`config.mk`:
```
export PLATFORM = sky130hd
export DESIGN_NAME = i2c_bit_level_master_top
export DESIGN_NICKNAME = d
export VERILOG_FILES = /design/src/hw/rtl/i2cm_pkg.sv /design/src/hw/rtl/i2c_bit_level_master_top.sv /design/src/hw/rtl/i2cm_core.sv
export SDC_FILE = /design/constraint.sdc
export NUM_CORES = 1
export LEC_CHECK = 0
export BUFFER_PORTS_ARGS = -buffer_cell sky130_fd_sc_hd__buf_2
export CAP_MARGIN = 20
export CORE_UTILIZATION = 60
export CTS_CLUSTER_DIAMETER = 60
export DETAILED_ROUTE_END_ITERATION = 8
export PLACE_DENSITY = 0.82
export RECOVER_POWER = 50
export REMOVE_ABC_BUFFERS = 1
export SLEW_MARGIN = 0
export SYNTH_ARGS = -nofsm -noshare
export SYNTH_HDL_FRONTEND = slang
export SYNTH_SLANG_ARGS = --single-unit
```
`constraint.sdc`:
```
create_clock -name i_clk -period 8.5 [get_ports i_clk]
set_input_delay 0.425 -clock i_clk [delete_from_list [all_inputs] [get_ports i_clk]]
set_output_delay 0.425 -clock i_clk [all_outputs]
set_load 0.1 [all_outputs]
```
`src/hw/rtl/i2cm_pkg.sv`:
```
// Shared types and constants for the I2C bit-level master.
// Used by i2cm_core and i2c_bit_level_master_top; depends on nothing else.
package i2cm_pkg;

    // Width of the half-period delay counter
    localparam int DELAY_WIDTH = 16;

    // Reset values of the configuration registers
    localparam logic [15:0] HALF_PERIOD_RESET = 16'd250;
    localparam logic [7:0]  ACK_TIMEOUT_RESET = 8'd250;

    // Configuration register indexes
    localparam logic CFG_HALF_PERIOD = 1'b0;
    localparam logic CFG_ACK_TIMEOUT = 1'b1;

    // Read and bus-reset bit counts
    localparam logic [3:0] READ_BITS  = 4'd8;
    localparam logic [3:0] RESET_BITS = 4'd9;

    // Request kinds; the last code is ignored
    typedef enum logic [2:0] {
        KIND_TICK      = 3'd0,
        KIND_START     = 3'd1,
        KIND_STOP      = 3'd2,
        KIND_WRITE     = 3'd3,
        KIND_READ      = 3'd4,
        KIND_CHECK_ACK = 3'd5,
        KIND_BUS_RESET = 3'd6,
        KIND_UNUSED    = 3'd7
    } t_kind;

    // Result status codes
    typedef enum logic [1:0] {
        STAT_OK      = 2'd0,
        STAT_TIMEOUT = 2'd1,
        STAT_BUSY    = 2'd2
    } t_status;

    // Sequencer phases, one-hot
    typedef enum logic [28:0] {
        PH_IDLE     = 29'h1 << 0,
        PH_ST       = 29'h1 << 1,
        PH_ST_2     = 29'h1 << 2,
        PH_RS_ST1   = 29'h1 << 3,
        PH_RS_ST1_2 = 29'h1 << 4,
        PH_RS_ST2   = 29'h1 << 5,
        PH_RS_ST2_2 = 29'h1 << 6,
        PH_SP       = 29'h1 << 7,
        PH_SP_2     = 29'h1 << 8,
        PH_SP_3     = 29'h1 << 9,
        PH_TO       = 29'h1 << 10,
        PH_TO_2     = 29'h1 << 11,
        PH_TO_3     = 29'h1 << 12,
        PH_RSP      = 29'h1 << 13,
        PH_RSP_2    = 29'h1 << 14,
        PH_RSP_3    = 29'h1 << 15,
        PH_WR_PRE   = 29'h1 << 16,
        PH_WR_HI    = 29'h1 << 17,
        PH_WR_LO    = 29'h1 << 18,
        PH_RD_LO    = 29'h1 << 19,
        PH_RD_HI    = 29'h1 << 20,
        PH_AK_LO    = 29'h1 << 21,
        PH_AK_HI    = 29'h1 << 22,
        PH_CK_A     = 29'h1 << 23,
        PH_CK_B     = 29'h1 << 24,
        PH_CK_POLL  = 29'h1 << 25,
        PH_RC_LO1   = 29'h1 << 26,
        PH_RC_HI    = 29'h1 << 27,
        PH_RC_LO2   = 29'h1 << 28
    } t_phase;

    // One result of the sequencer
    typedef struct packed {
        logic       scl;
        logic       sda_out;
        logic       sda_oe;
        logic       busy;
        logic       done;
        logic [7:0] read_data;
        logic       slave_ack;
        t_status    status;
    } t_result;

endpackage

```
`src/hw/rtl/i2c_bit_level_master_top.sv`:
```
// I2C bit-level master, top level: configuration registers, request handshake
// and result register. Depends on i2cm_pkg and i2cm_core.

// The block takes one request per clock cycle unless stalled, ticks and
// commands alike, and each request gives exactly one result, loaded into the
// result register when the request is taken. The sequencer state is updated
// in a single registered step per request; a new request is taken in the same
// cycle that the held result leaves, so throughput is one request per cycle
// whenever the result side takes one per cycle, and requests stall only while
// a held result is stalled. Commands sent while a sequence runs are refused
// with the busy status. Write the configuration only while idle.
module i2c_bit_level_master_top
    import i2cm_pkg::*;
(
    input  logic        i_clk,
    input  logic        i_rst_n,
    // request channel
    input  logic        i_in_valid,
    output logic        o_in_stall,
    input  logic [2:0]  i_kind,
    input  logic [7:0]  i_data_byte,
    input  logic        i_master_ack,
    input  logic        i_sda_in,
    // result channel
    output logic        o_out_valid,
    input  logic        i_out_stall,
    output logic        o_scl,
    output logic        o_sda_out,
    output logic        o_sda_oe,
    output logic        o_busy_res,
    output logic        o_done_res,
    output logic [7:0]  o_read_data,
    output logic        o_slave_ack,
    output logic [1:0]  o_status,
    // configuration write channel
    input  logic        i_cfg_valid,
    output logic        o_cfg_ready,
    input  logic        i_cfg_index,
    input  logic [15:0] i_cfg_data
);

    logic [15:0] r_half_period;
    logic [7:0]  r_ack_timeout;
    logic        r_out_valid;
    t_result     r_result;
    t_result     core_result;
    logic        take;

    assign o_cfg_ready = 1'b1;

    // Write configuration registers
    always_ff @(posedge i_clk) begin
        if (!i_rst_n) begin
            r_half_period <= HALF_PERIOD_RESET;
            r_ack_timeout <= ACK_TIMEOUT_RESET;
        end else if (i_cfg_valid && o_cfg_ready) begin
            if (i_cfg_index == CFG_HALF_PERIOD) begin
                r_half_period <= i_cfg_data;
            end else begin
                r_ack_timeout <= i_cfg_data[7:0];
            end
        end
    end

    // Stall the request side only while a held result is stalled
    assign o_in_stall = r_out_valid && i_out_stall;
    assign take       = i_in_valid && !o_in_stall;

    i2cm_core u_core (
        .i_clk         (i_clk),
        .i_rst_n       (i_rst_n),
        .i_take        (take),
        .i_kind        (i_kind),
        .i_data_byte   (i_data_byte),
        .i_master_ack  (i_master_ack),
        .i_sda_in      (i_sda_in),
        .i_half_period (r_half_period),
        .i_ack_timeout (r_ack_timeout),
        .o_result      (core_result)
    );

    // Track the result register occupancy
    always_ff @(posedge i_clk) begin
        if (!i_rst_n) begin
            r_out_valid <= 1'b0;
        end else begin
            r_out_valid <= take || (r_out_valid && i_out_stall);
        end
    end

    // Load the result of each taken request
    always_ff @(posedge i_clk) begin
        if (take) begin
            r_result <= core_result;
        end
    end

    assign o_out_valid = r_out_valid;
    assign o_scl       = r_result.scl;
    assign o_sda_out   = r_result.sda_out;
    assign o_sda_oe    = r_result.sda_oe;
    assign o_busy_res  = r_result.busy;
    assign o_done_res  = r_result.done;
    assign o_read_data = r_result.read_data;
    assign o_slave_ack = r_result.slave_ack;
    assign o_status    = r_result.status;

endmodule

```
`src/hw/rtl/i2cm_core.sv`:
```
// Pin sequencer of the I2C bit-level master: phase state, counters and pin levels.
// Depends on i2cm_pkg; one request advances the state by one step.
module i2cm_core
    import i2cm_pkg::*;
(
    input  logic        i_clk,
    input  logic        i_rst_n,
    input  logic        i_take,
    input  logic [2:0]  i_kind,
    input  logic [7:0]  i_data_byte,
    input  logic        i_master_ack,
    input  logic        i_sda_in,
    input  logic [15:0] i_half_period,
    input  logic [7:0]  i_ack_timeout,
    output t_result     o_result
);

    t_phase                 r_phase, n_phase;
    logic [3:0]             r_bit_count, n_bit_count;
    logic [7:0]             r_shift_byte, n_shift_byte;
    logic [DELAY_WIDTH-1:0] r_delay_count, n_delay_count;
    logic [7:0]             r_timeout_count, n_timeout_count;
    logic                   r_scl, n_scl;
    logic                   r_sda, n_sda;
    logic                   r_sda_drive, n_sda_drive;
    logic                   r_ack_flag, n_ack_flag;
    logic                   r_ack_choice, n_ack_choice;
    logic [7:0]             r_last_read, n_last_read;
    logic                   done;
    t_status                status;
    logic [DELAY_WIDTH-1:0] delay_load;

    assign delay_load = DELAY_WIDTH'(i_half_period);

    // Compute the next state for the request at the input
    always_comb begin
        n_phase         = r_phase;
        n_bit_count     = r_bit_count;
        n_shift_byte    = r_shift_byte;
        n_delay_count   = r_delay_count;
        n_timeout_count = r_timeout_count;
        n_scl           = r_scl;
        n_sda           = r_sda;
        n_sda_drive     = r_sda_drive;
        n_ack_flag      = r_ack_flag;
        n_ack_choice    = r_ack_choice;
        n_last_read     = r_last_read;
        done            = 1'b0;
        status          = STAT_OK;

        if (i_kind == KIND_TICK) begin
            if (r_phase == PH_IDLE) begin
                // idle tick changes nothing
            end else if (r_phase == PH_CK_POLL) begin
                // poll SDA for the slave acknowledge
                if (!i_sda_in) begin
                    n_scl      = 1'b0;
                    n_ack_flag = 1'b1;
                    n_phase    = PH_IDLE;
                    done       = 1'b1;
                end else if (r_timeout_count >= i_ack_timeout) begin
                    n_ack_flag    = 1'b0;
                    n_sda_drive   = 1'b1;
                    n_scl         = 1'b0;
                    n_sda         = 1'b0;
                    n_phase       = PH_TO;
                    n_delay_count = delay_load;
                end else begin
                    n_timeout_count = r_timeout_count + 8'd1;
                end
            end else if (r_delay_count > DELAY_WIDTH'(1)) begin
                n_delay_count = r_delay_count - DELAY_WIDTH'(1);
            end else begin
                // end of a delay phase
                n_delay_count = '0;
                unique case (r_phase)
                    PH_ST, PH_RS_ST1, PH_RS_ST2: begin
                        n_sda         = 1'b0;
                        n_delay_count = delay_load;
                        n_phase       = (r_phase == PH_ST)     ? PH_ST_2 :
                                        (r_phase == PH_RS_ST1) ? PH_RS_ST1_2 : PH_RS_ST2_2;
                    end
                    PH_ST_2: begin
                        n_scl   = 1'b0;
                        n_phase = PH_IDLE;
                        done    = 1'b1;
                    end
                    PH_RS_ST1_2: begin
                        n_scl         = 1'b0;
                        n_sda_drive   = 1'b1;
                        n_sda         = 1'b1;
                        n_bit_count   = '0;
                        n_phase       = PH_RC_LO1;
                        n_delay_count = delay_load;
                    end
                    PH_RS_ST2_2: begin
                        n_sda_drive   = 1'b1;
                        n_scl         = 1'b0;
                        n_sda         = 1'b0;
                        n_phase       = PH_RSP;
                        n_delay_count = delay_load;
                    end
                    PH_SP, PH_TO, PH_RSP: begin
                        n_scl         = 1'b1;
                        n_delay_count = delay_load;
                        n_phase       = (r_phase == PH_SP) ? PH_SP_2 :
                                        (r_phase == PH_TO) ? PH_TO_2 : PH_RSP_2;
                    end
                    PH_SP_2, PH_TO_2, PH_RSP_2: begin
                        n_sda         = 1'b1;
                        n_delay_count = delay_load;
                        n_phase       = (r_phase == PH_SP_2) ? PH_SP_3 :
                                        (r_phase == PH_TO_2) ? PH_TO_3 : PH_RSP_3;
                    end
                    PH_SP_3, PH_TO_3, PH_RSP_3: begin
                        if (r_phase == PH_TO_3) begin
                            status = STAT_TIMEOUT;
                        end
                        n_phase = PH_IDLE;
                        done    = 1'b1;
                    end
                    PH_WR_PRE: begin
                        n_bit_count   = '0;
                        n_sda         = r_shift_byte[7];
                        n_shift_byte  = {r_shift_byte[6:0], 1'b0};
                        n_scl         = 1'b1;
                        n_phase       = PH_WR_HI;
                        n_delay_count = delay_load;
                    end
                    PH_WR_HI: begin
                        n_scl         = 1'b0;
                        n_phase       = PH_WR_LO;
                        n_delay_count = delay_load;
                    end
                    PH_WR_LO: begin
                        n_bit_count = r_bit_count + 4'd1;
                        if (n_bit_count >= READ_BITS) begin
                            n_phase = PH_IDLE;
                            done    = 1'b1;
                        end else begin
                            n_sda         = r_shift_byte[7];
                            n_shift_byte  = {r_shift_byte[6:0], 1'b0};
                            n_scl         = 1'b1;
                            n_phase       = PH_WR_HI;
                            n_delay_count = delay_load;
                        end
                    end
                    PH_RD_LO: begin
                        // sample on the rising SCL edge
                        n_scl         = 1'b1;
                        n_shift_byte  = {r_shift_byte[6:0], i_sda_in};
                        n_bit_count   = r_bit_count + 4'd1;
                        n_phase       = PH_RD_HI;
                        n_delay_count = delay_load;
                    end
                    PH_RD_HI: begin
                        n_scl         = 1'b0;
                        n_delay_count = delay_load;
                        if (r_bit_count < READ_BITS) begin
                            n_phase = PH_RD_LO;
                        end else begin
                            n_sda_drive = 1'b1;
                            n_sda       = ~r_ack_choice;
                            n_phase     = PH_AK_LO;
                        end
                    end
                    PH_AK_LO: begin
                        n_scl         = 1'b1;
                        n_phase       = PH_AK_HI;
                        n_delay_count = delay_load;
                    end
                    PH_AK_HI: begin
                        n_scl       = 1'b0;
                        n_last_read = r_shift_byte;
                        n_phase     = PH_IDLE;
                        done        = 1'b1;
                    end
                    PH_CK_A: begin
                        n_scl         = 1'b1;
                        n_phase       = PH_CK_B;
                        n_delay_count = delay_load;
                    end
                    PH_CK_B: begin
                        n_timeout_count = '0;
                        n_phase         = PH_CK_POLL;
                    end
                    PH_RC_LO1: begin
                        n_scl         = 1'b1;
                        n_phase       = PH_RC_HI;
                        n_delay_count = delay_load;
                    end
                    PH_RC_HI: begin
                        n_scl         = 1'b0;
                        n_phase       = PH_RC_LO2;
                        n_delay_count = delay_load;
                    end
                    PH_RC_LO2: begin
                        n_bit_count   = r_bit_count + 4'd1;
                        n_delay_count = delay_load;
                        if (n_bit_count >= RESET_BITS) begin
                            n_sda_drive = 1'b1;
                            n_sda       = 1'b1;
                            n_scl       = 1'b1;
                            n_phase     = PH_RS_ST2;
                        end else begin
                            n_phase = PH_RC_LO1;
                        end
                    end
                    default: begin
                        n_phase = PH_IDLE;
                    end
                endcase
            end
        end else if (i_kind != KIND_UNUSED) begin
            if (r_phase != PH_IDLE) begin
                // refuse a command while a sequence runs
                status = STAT_BUSY;
            end else begin
                n_delay_count = delay_load;
                unique case (i_kind)
                    KIND_START: begin
                        n_sda_drive = 1'b1;
                        n_sda       = 1'b1;
                        n_scl       = 1'b1;
                        n_phase     = PH_ST;
                    end
                    KIND_STOP: begin
                        n_sda_drive = 1'b1;
                        n_scl       = 1'b0;
                        n_sda       = 1'b0;
                        n_phase     = PH_SP;
                    end
                    KIND_WRITE: begin
                        n_sda_drive  = 1'b1;
                        n_scl        = 1'b0;
                        n_shift_byte = i_data_byte;
                        n_phase      = PH_WR_PRE;
                    end
                    KIND_READ: begin
                        n_sda_drive  = 1'b0;
                        n_sda        = 1'b1;
                        n_scl        = 1'b0;
                        n_bit_count  = '0;
                        n_shift_byte = '0;
                        n_ack_choice = i_master_ack;
                        n_phase      = PH_RD_LO;
                    end
                    KIND_CHECK_ACK: begin
                        n_sda_drive = 1'b0;
                        n_sda       = 1'b1;
                        n_phase     = PH_CK_A;
                    end
                    default: begin
                        n_sda_drive = 1'b1;
                        n_sda       = 1'b1;
                        n_scl       = 1'b1;
                        n_phase     = PH_RS_ST1;
                    end
                endcase
            end
        end
    end

    // Hold the state until a request is taken
    always_ff @(posedge i_clk) begin
        if (!i_rst_n) begin
            r_phase         <= PH_IDLE;
            r_bit_count     <= '0;
            r_shift_byte    <= '0;
            r_delay_count   <= '0;
            r_timeout_count <= '0;
            r_scl           <= 1'b1;
            r_sda           <= 1'b1;
            r_sda_drive     <= 1'b1;
            r_ack_flag      <= 1'b0;
            r_ack_choice    <= 1'b0;
            r_last_read     <= '0;
        end else if (i_take) begin
            r_phase         <= n_phase;
            r_bit_count     <= n_bit_count;
            r_shift_byte    <= n_shift_byte;
            r_delay_count   <= n_delay_count;
            r_timeout_count <= n_timeout_count;
            r_scl           <= n_scl;
            r_sda           <= n_sda;
            r_sda_drive     <= n_sda_drive;
            r_ack_flag      <= n_ack_flag;
            r_ack_choice    <= n_ack_choice;
            r_last_read     <= n_last_read;
        end
    end

    // Form the result from the state after this request
    always_comb begin
        o_result.scl       = n_scl;
        o_result.sda_out   = n_sda_drive ? n_sda : 1'b1;
        o_result.sda_oe    = n_sda_drive;
        o_result.busy      = (n_phase != PH_IDLE);
        o_result.done      = done;
        o_result.read_data = n_last_read;
        o_result.slave_ack = n_ack_flag;
        o_result.status    = status;
    end

endmodule

```
==> metrics.txt <==
CP top delay family buffers and inverters; RSZ-0062 raised after global routing no; post-synthesis average cell area 7.64 µm²; clk_skew 0.0231 ns; Vias 7431; FF-to-FF End u_core.r_shift_byte[7]; number of I/O pins 54; Core Area 11600 µm²; Finished Layout Cells 1116; relative slew slack -0.967; Cell Pwr Density 206 nW/µm²; die area 12500 µm²; die width 112 µm; Yosys warnings 0; initial antenna violation count 0; first drt pass iteration count 9; Sw Ratio 0.317; CTS buffer count 17; DR iter-0 viols 896; CP Capture Type flop; Clock Path Buffers 2; Via density 6.66; ANT cells 0; slew at the pin closest to its max-slew limit 2.95 ns; fin area 8000 µm²; Chip Height 112 µm; clock root cell clkbuf_16; most frequent cells in the layout nand2_1 (149), dfxtp_1 (103), nor2_1 (85); path depth of the worst reg2reg path 8; crit start category flop; WP data required 8.69 ns; Antenna Nets Post-Route 0; vias in the first global route 6830; Lkg Pwr 3.03 nW; Mapped Area 7240 µm²; H-Tree Depth 4; Post-synth top flop dfxtp_1; DRC viols 1; HP Class in2reg; fillers 979; IO buf count 52; RR Startpoint o_out_valid; Gate power share 0.188; CTS clock-pin slew for the worst setup and hold paths 0.06 ns; Worst Hold Path Cells 2; Hold-fix buffers, CTS 0; Post-synth EDFFs 16; total track usage 0.365; CP peak stage delay 1.15 ns; Seq pwr share 0.373; RD Place Congestion 1.12; Int Power 1.13 mW; Setup Total Neg Slack 0 ns; Seq/Total Area, Yosys 0.351; Setup CP Type reg2reg; Post-CTS Resized 0; Max Fclk 217 MHz; CP Max Fanout 30; register bit total from synthesis 119; first-pass GRT wire length 35700 µm; ys async rst share 0; Worst path slowest cell clkbuf_1; Reg2Reg Setup Slack 3.89 ns; crit-path cells nand2_1 > nand2_1 > clkbuf_1 > clkinv_1 > clkbuf_1 > o211ai_2 > mux2i_1 > nor2_1; Max Slew Vio Count 131; row count 39; Unique masters post-synth 82; Post-Route WL 22300 µm; worst-skew pair later-pin latency 0.44 ns; Worst Path Arrival 4.80 ns; half-perimeter wire length after placement 15600 µm; failing checks DRC, capacitance limit, slew limit; Peak VDD IR 214 µV; total of max-cap violations 3; Final setup viols 0; area post-placement 7460 µm²; CTS Sinks 119; HP Start i_in_valid; Congestion Overflow GR 0; Hold Fails Final Rpt 0; commonest non-fill, non-tap cell in the layout nand2_1; Hold EP o_out_valid; share of post-route cells with drive strength above 1 0.0976; status finished with violations; crit path buf inv count 3; min Tclk post-route 4.61 ns; largest net degree at the start of global routing 63; Synth Instances 948; net switching power 523 µW; CTS tree yes; fin crit share 0.542; Nets 1010; Post-CTS Setup Bufs 0; placed cells 1084; WL/cell 20.0 µm; Clock power frac 0.439; synthesis-to-layout area growth 10.5%; Initial Util 0.626
==> flip-flops by register name (all words and copies together) (netlist names), 2 cells and up <==
register and count:
u_core.r_shift_byte 8, u_core.r_timeout_count 8, r_half_period 16, r_ack_timeout 8, u_core.r_delay_count 16, u_core.r_last_read 8
u_core.r_bit_count 4, u_core.r_phase 29, o_read_data 8, o_status 2
==> per-stage QoR <==
stage | hold slack, ns | utilization | worst slack [ns] | power (mW)
CTS | 0.215 | 0.696 | 4.86 | 1.65
finish | 0.210 | 0.692 | 3.89 | 1.65
global placement | 0.438 | 0.645 | 4.66 | 0.928
floorplan | 0.432 | - | 4.84 | 0.841
detailed placement | 0.444 | 0.645 | 4.79 | 0.928
global route | 0.223 | 0.692 | 3.55 | 1.71
==> worst max path at each step <==
stage                                   to               from  depth (start not counted)  slack (ns)
CTS                  u_core.r_last_read[7]  u_core.r_phase[1]                          8        4.86
global placement     u_core.r_last_read[4]          i_kind[0]                         10        4.66
global route        u_core.r_shift_byte[3]        o_out_valid                          8        3.55
finish              u_core.r_shift_byte[7]        o_out_valid                          8        3.89
detailed placement   u_core.r_last_read[3]          i_kind[0]                         10        4.79
floorplan           u_core.r_shift_byte[1]        o_out_valid                          6        4.84
==> kinds of logic (layout without fill, tap and decap cells) <==
| group | after synthesis | after routing | share of synthesized area |
|---|---|---|---|
| compound gates | 221 | 221 | 0.197 |
| xor+xnor | 22 | 22 | 0.0266 |
| mux | 17 | 17 | 0.0249 |
| other cells | 1 | 1 | 0.000518 |
| fa+ha+maj | 14 | 14 | 0.0242 |
| simple gates | 463 | 463 | 0.326 |
| buf+inv | 91 | 116 | 0.0503 |
| flops | 119 | 119 | 0.351 |
==> Yosys cell counts (9+ instances only) <==
master    number  share of area
or4_1         18          0.019
ha_1          14          0.024
xor2_1        12          0.015
nor3_1        37          0.026
edfxtp_1      16          0.066
nand3_1       41          0.028
a211oi_1      10          0.010
nand2_1      148          0.077
clkbuf_1      53          0.027
nand3b_1       9         0.0093
or3_1         14          0.012
nor4b_1        9          0.011
nand4_1       15          0.013
inv_1         24          0.012
a31oi_1       18          0.016
nand2b_1      13          0.011
nor4_1        33          0.029
nor2_1        85          0.044
a21oi_1       65          0.045
xnor2_1       10          0.012
buf_2          9         0.0062
mux2i_1        9          0.012
dfxtp_1      103           0.28
o21ai_0       61          0.042
==> area by class of cell <==
type	instances	area [µm²]	share of cell area
Clock buffer	19	453	0.0566
Clock inverter	12	135	0.0169
Inverter	26	97.6	0.0122
Multi-Input combinational cell	738	4320	0.539
Sequential cell	119	2540	0.318
Tap cell	143	179	0.0224
Timing Repair Buffer	59	278	0.0347
==> power groups by stage <==
stage / registers [mW] / logic (mW) / clock network, mW
after global placement: 0.625 / 0.302 / 0
after floorplan: 0.659 / 0.182 / 0
after CTS: 0.614 / 0.305 / 0.730
after detailed placement: 0.626 / 0.302 / 0
after global routing: 0.618 / 0.334 / 0.756
final: 0.616 / 0.311 / 0.725
==> routing by layer <==
| layer | track usage | wire [µm] | up-vias |
|---|---|---|---|
| met2 | 0.566 | 10000 | 459 |
| li1 | - | - | 3488 |
| met1 | 0.462 | 9020 | 3378 |
| met5 | 0 | 0 | - |
| met4 | 0.194 | 1040 | 0 |
| met3 | 0.0980 | 2220 | 106 |
(Power assumes the default switching activity.)
